$ cat src/hdl/fixed_point_q24_8_alu_top_macros.svh
// Assertion macros for the Q24.8 ALU top level.
// Used by fixed_point_q24_8_alu_top.sv; expects clk and arst_n in scope.
`ifndef FIXED_POINT_Q24_8_ALU_TOP_MACROS_SVH
`define FIXED_POINT_Q24_8_ALU_TOP_MACROS_SVH

// Same-cycle implication, disabled during reset
`define FPA_ASSERT_NOW(lbl, ante, cons, msg) \
	lbl: assert property (@(posedge clk) disable iff (!arst_n) (ante) |-> (cons)) \
	else $error(msg);

// Next-cycle implication, disabled during reset
`define FPA_ASSERT_NEXT(lbl, ante, cons, msg) \
	lbl: assert property (@(posedge clk) disable iff (!arst_n) (ante) |=> (cons)) \
	else $error(msg);

`endif

$ cat src/hdl/fpa_pkg.sv
// Shared types and constants for the Q24.8 fixed-point ALU.
// No dependencies; imported by every module of the block.
`timescale 1ns / 1ps

package fpa_pkg;

	localparam int DATA_W        = 32;
	localparam int FRAC_BITS_DEF = 8;

	typedef enum logic [3:0] {
		OP_ADD    = 4'd0,
		OP_SUB    = 4'd1,
		OP_MUL    = 4'd2,
		OP_DIV    = 4'd3,
		OP_GT     = 4'd4,
		OP_GE     = 4'd5,
		OP_LT     = 4'd6,
		OP_LE     = 4'd7,
		OP_EQ     = 4'd8,
		OP_NE     = 4'd9,
		OP_MIN    = 4'd10,
		OP_MAX    = 4'd11,
		OP_INC    = 4'd12,
		OP_DEC    = 4'd13,
		OP_TO_INT = 4'd14,
		OP_FR_INT = 4'd15
	} op_t;

	typedef struct packed {
		logic [3:0]              req_type;
		logic signed [DATA_W-1:0] operand_a;
		logic signed [DATA_W-1:0] operand_b;
	} fpa_req_t;

	typedef struct packed {
		logic signed [DATA_W-1:0] result_value;
		logic                     compare_true;
		logic                     divide_by_zero;
	} fpa_rsp_t;

	// Sideband that rides alongside the arithmetic units
	typedef struct packed {
		op_t               op;
		logic [DATA_W-1:0] result;
		logic              cmp;
		logic              dz;
		logic              neg;
	} fpa_ctl_t;

endpackage

$ cat src/hdl/fpa_mul.sv
// Three-stage unsigned magnitude multiplier with rounding and sign restore.
// Depends on fpa_pkg.
`timescale 1ns / 1ps

module fpa_mul
	import fpa_pkg::*;
#(
	parameter int FRAC_BITS = FRAC_BITS_DEF
) (
	input  logic              clk,
	input  logic              en,
	input  logic [DATA_W-1:0] mag_a,
	input  logic [DATA_W-1:0] mag_b,
	input  logic              neg,
	output logic [DATA_W-1:0] res
);

	localparam int PROD_W = 2 * DATA_W;
	localparam logic [PROD_W-1:0] HALF = PROD_W'(1) << (FRAC_BITS - 1);

	logic [PROD_W-1:0] prod;
	logic [PROD_W-1:0] prod_s2;
	logic              neg_s2;
	logic [PROD_W-1:0] rsum;
	logic [DATA_W-1:0] rnd_s3;
	logic              neg_s3;
	logic [DATA_W-1:0] res_s4;

	assign prod = PROD_W'(mag_a) * PROD_W'(mag_b);
	// product of two magnitudes is at most 2^62, so the round add cannot carry out
	assign rsum = prod_s2 + HALF;

	always_ff @(posedge clk) begin
		if (en) begin
			prod_s2 <= prod;
			neg_s2  <= neg;
			rnd_s3  <= rsum[FRAC_BITS +: DATA_W];
			neg_s3  <= neg_s2;
			res_s4  <= neg_s3 ? (~rnd_s3 + DATA_W'(1)) : rnd_s3;
		end
	end

	assign res = res_s4;

endmodule

$ cat config.mk
export PLATFORM = sky130hd
export DESIGN_NAME = fpa_mul
export DESIGN_NICKNAME = d
export VERILOG_FILES = /design/src/hdl/fixed_point_q24_8_alu_top_macros.svh /design/src/hdl/fpa_pkg.sv /design/src/hdl/fpa_mul.sv
export SDC_FILE = /design/constraint.sdc
export NUM_CORES = 2
export LEC_CHECK = 0
export BUFFER_PORTS_ARGS = -buffer_cell sky130_fd_sc_hd__buf_4
export CAP_MARGIN = 0
export CORE_UTILIZATION = 45
export CTS_BUF_LIST = sky130_fd_sc_hd__clkbuf_2 sky130_fd_sc_hd__clkbuf_4 sky130_fd_sc_hd__clkbuf_8
export DETAILED_ROUTE_END_ITERATION = 16
export GPL_ROUTABILITY_DRIVEN = 0
export GPL_TIMING_DRIVEN = 1
export SLEW_MARGIN = 40
export SYNTH_ARGS = -nofsm -noshare
export SYNTH_HDL_FRONTEND = slang
export SYNTH_SLANG_ARGS = --single-unit
$ cat constraint.sdc
create_clock -name clk -period 11.6 [get_ports clk]
set_input_delay 0.58 -clock clk [delete_from_list [all_inputs] [get_ports clk]]
set_output_delay 0.58 -clock clk [all_outputs]
set_load 0.05 [all_outputs]
==> results.json <==
{
  "status": "complete, no violations",
  "relSlewSlack": 0.507,
  "syn_inst": 2731,
  "antenna_found_initial": 0,
  "ys_types": 47,
  "grt_pass1_vias": 20000,
  "synth_area_leaders": "fa_1, edfxtp_1, inv_1",
  "avgViaCountPerCell": 5.14,
  "hold_viol": 0,
  "clock_path_buffers": 2,
  "clk-insertion-delay-late_ps": 360,
  "synthesis.nets": 3564,
  "cts_tree": "yes",
  "post_drt_wl_per_cell_um": 18.9,
  "finalSetupViolCount": 0,
  "die_h_um": 243,
  "cts_max_level": 3,
  "grt_pass1_wl_mm": 108,
  "synth_edf_count": 99,
  "critPathLaunchType": "primary input",
  "crit_type": "primary input to flip-flop",
  "cts_made_buffers": 9,
  "final_max_slew_viol_count": 0,
  "grt_usage": 0.235,
  "drv_cap": 0,
  "pin_count": 99,
  "fin_nets": 3541,
  "post-synth-top-area-cell": "fa_1",
  "postCtsSetupBuffers": 0,
  "max_freq_ghz": 0.129,
  "core_area_um2": 57700,
  "synthArstFlopShare": 0,
  "vias": 17900,
  "cts_resized": 0,
  "grt_overflow_total": 0,
  "yosys_register_bits": 99,
  "diodes": 0,
  "rows": 88,
  "dr.pass1.iters": 6,
  "root_buffer": "clkbuf_8",
  "synth_top_cell_area_share": 0.475,
  "grt_max_degree": 64,
  "hold_buffers": 0,
  "holdPathEnd": "neg_s2",
  "die_width_um": 243,
  "fin_tns_setup_ps": 0,
  "crit_required_ps": 11710,
  "syn_to_final_growth_pct": 5.43,
  "drtAntennaViolNets": 0,
  "ff2ff_path_depth": 9,
  "synth-seq-area-share": 0.113,
  "critPathCaptureType": "flip-flop",
  "min_from": "neg",
  "crit_arrival_ps": 7880,
  "period_minus_slack_ps": 7770,
  "fin_skew_ps": 10.1,
  "drt_iter0_drc": 935,
  "hp-class": "primary input to flip-flop",
  "clkSlewWorstSetupHoldPaths_ps": 80,
  "period_share": 0.670,
  "drc": 0,
  "yosys_warnings": 0,
  "tightest_slew_ps": 740,
  "synth_area_um2": 26200,
  "synth-main-ff-cell": "edfxtp_1",
  "reg2reg_to": "res[28]",
  "n_fill_cell": 5437,
  "r2r-start": "rnd_s3[2]",
  "crit_path_max_fanout": 32,
  "r2r_slack_ps": 7940,
  "mostFrequentLayoutCells": "inv_1, fa_1, nand2_1, and2_1, ha_1",
  "io_buffers": 98,
  "hold-path-cell-count": 1,
  "wirelength_mm": 65.6,
  "cts_sinks": 99,
  "dieArea_um2": 59300,
  "rsz0062_at_grt": "false",
  "initial_core_util": 0.455,
  "syn_avg_cell_area_um2": 9.61,
  "dp_hpwl_mm": 52.4,
  "drive_above_1_share": 0.0468
}
-- worst max-delay path: stages --
cell,delay (ps)
buf_4,230
and2_1,230
fa_1,540
inv_1,60
fa_1,500
fa_1,450
fa_1,540
inv_1,50
fa_1,500
inv_1,50
fa_1,530
inv_1,50
fa_1,500
fa_1,420
ha_1,360
and4_1,240
nand3_1,110
o311ai_0,360
buf_4,220
o2111ai_1,140
a211oi_1,510
o221a_2,340
nor4_1,50
a311o_1,320
-- synth_stat cells (3+ instances only) --
library cell	number
a21o_1	6
xnor2_1	109
nor2_1	25
nand2_1	431
nor3_1	11
clkbuf_1	133
and3_1	5
or3_1	7
and2_1	350
or4_1	3
nor2b_1	6
xor2_1	25
o21a_1	3
a211oi_1	3
o31a_1	3
nor4_1	6
nand4_1	12
inv_1	623
fa_1	623
edfxtp_1	99
o31ai_1	7
nand2b_1	7
nand3_1	19
or4_4	4
a31oi_1	4
ha_1	143
a21oi_1	18
o21ai_0	23
-- worst max path at each step --
stage | startpoint | end | slack, ps | cells after the start
5_1_grt | mag_a[9] | prod_s2[36] | 3360 | 25
2_1_floorplan | mag_a[11] | prod_s2[36] | 3650 | 24
6_report | mag_b[2] | prod_s2[36] | 3830 | 24
3_3_place_gp | mag_b[6] | prod_s2[36] | 3550 | 24
4_1_cts | mag_b[2] | prod_s2[36] | 3830 | 24
3_5_place_dp | mag_b[5] | prod_s2[36] | 3430 | 24
-- kinds of logic (layout without fill, tap and decap cells) --
group,count (synthesis),after routing,share of synthesized area
and+or+nand+nor,891,891,0.169
adders and majority gates,766,766,0.543
buffers and inverters,758,740,0.108
xor gates and xnor gates,134,134,0.0447
DFF,99,99,0.113
AOI/OAI and AO/OA,83,83,0.0211
-- flip-flops by register name, indices dropped and copies added (netlist names) --
signal and cells:
prod_s2 33, res 32, rnd_s3 32, neg_s2 1, neg_s3 1
-- per-stage QoR --
step	util	area, um^2	setup WS (ps)	cells	hold WS, ps
floorplan	-	26200	3650	2731	400
global placement	0.476	27400	3550	3461	407
detailed placement	0.476	27500	3430	3462	405
CTS	0.479	27700	3830	3478	390
global route	0.479	27700	3360	3478	391
finish	0.479	27700	3830	3478	410
-- routing by layer --
| metal | global-route usage | part of all wire | up-vias |
|---|---|---|---|
| met3 | 0.0223 | 0.051 | 135 |
| li1 | - | - | 7874 |
| met2 | 0.406 | 0.49 | 594 |
| met5 | 0 | 0 | - |
| met4 | 0.0745 | 0.031 | 0 |
| met1 | 0.311 | 0.43 | 9278 |
-- cell type report --
| type | instances | area [um^2] | area share |
|---|---|---|---|
| Tap cell | 765 | 957 | 0.0346 |
| Clock buffer | 10 | 131 | 0.00475 |
| Multi-Input combinational cell | 1874 | 20400 | 0.738 |
| Sequential cell | 99 | 2970 | 0.107 |
| Inverter | 623 | 2340 | 0.0845 |
| Clock inverter | 6 | 80.1 | 0.00289 |
| Timing Repair Buffer | 101 | 762 | 0.0275 |
Power is left out: the tool's default activity adds up to more than one toggle a clock period on the data nets, which glitch-free logic cannot reach.
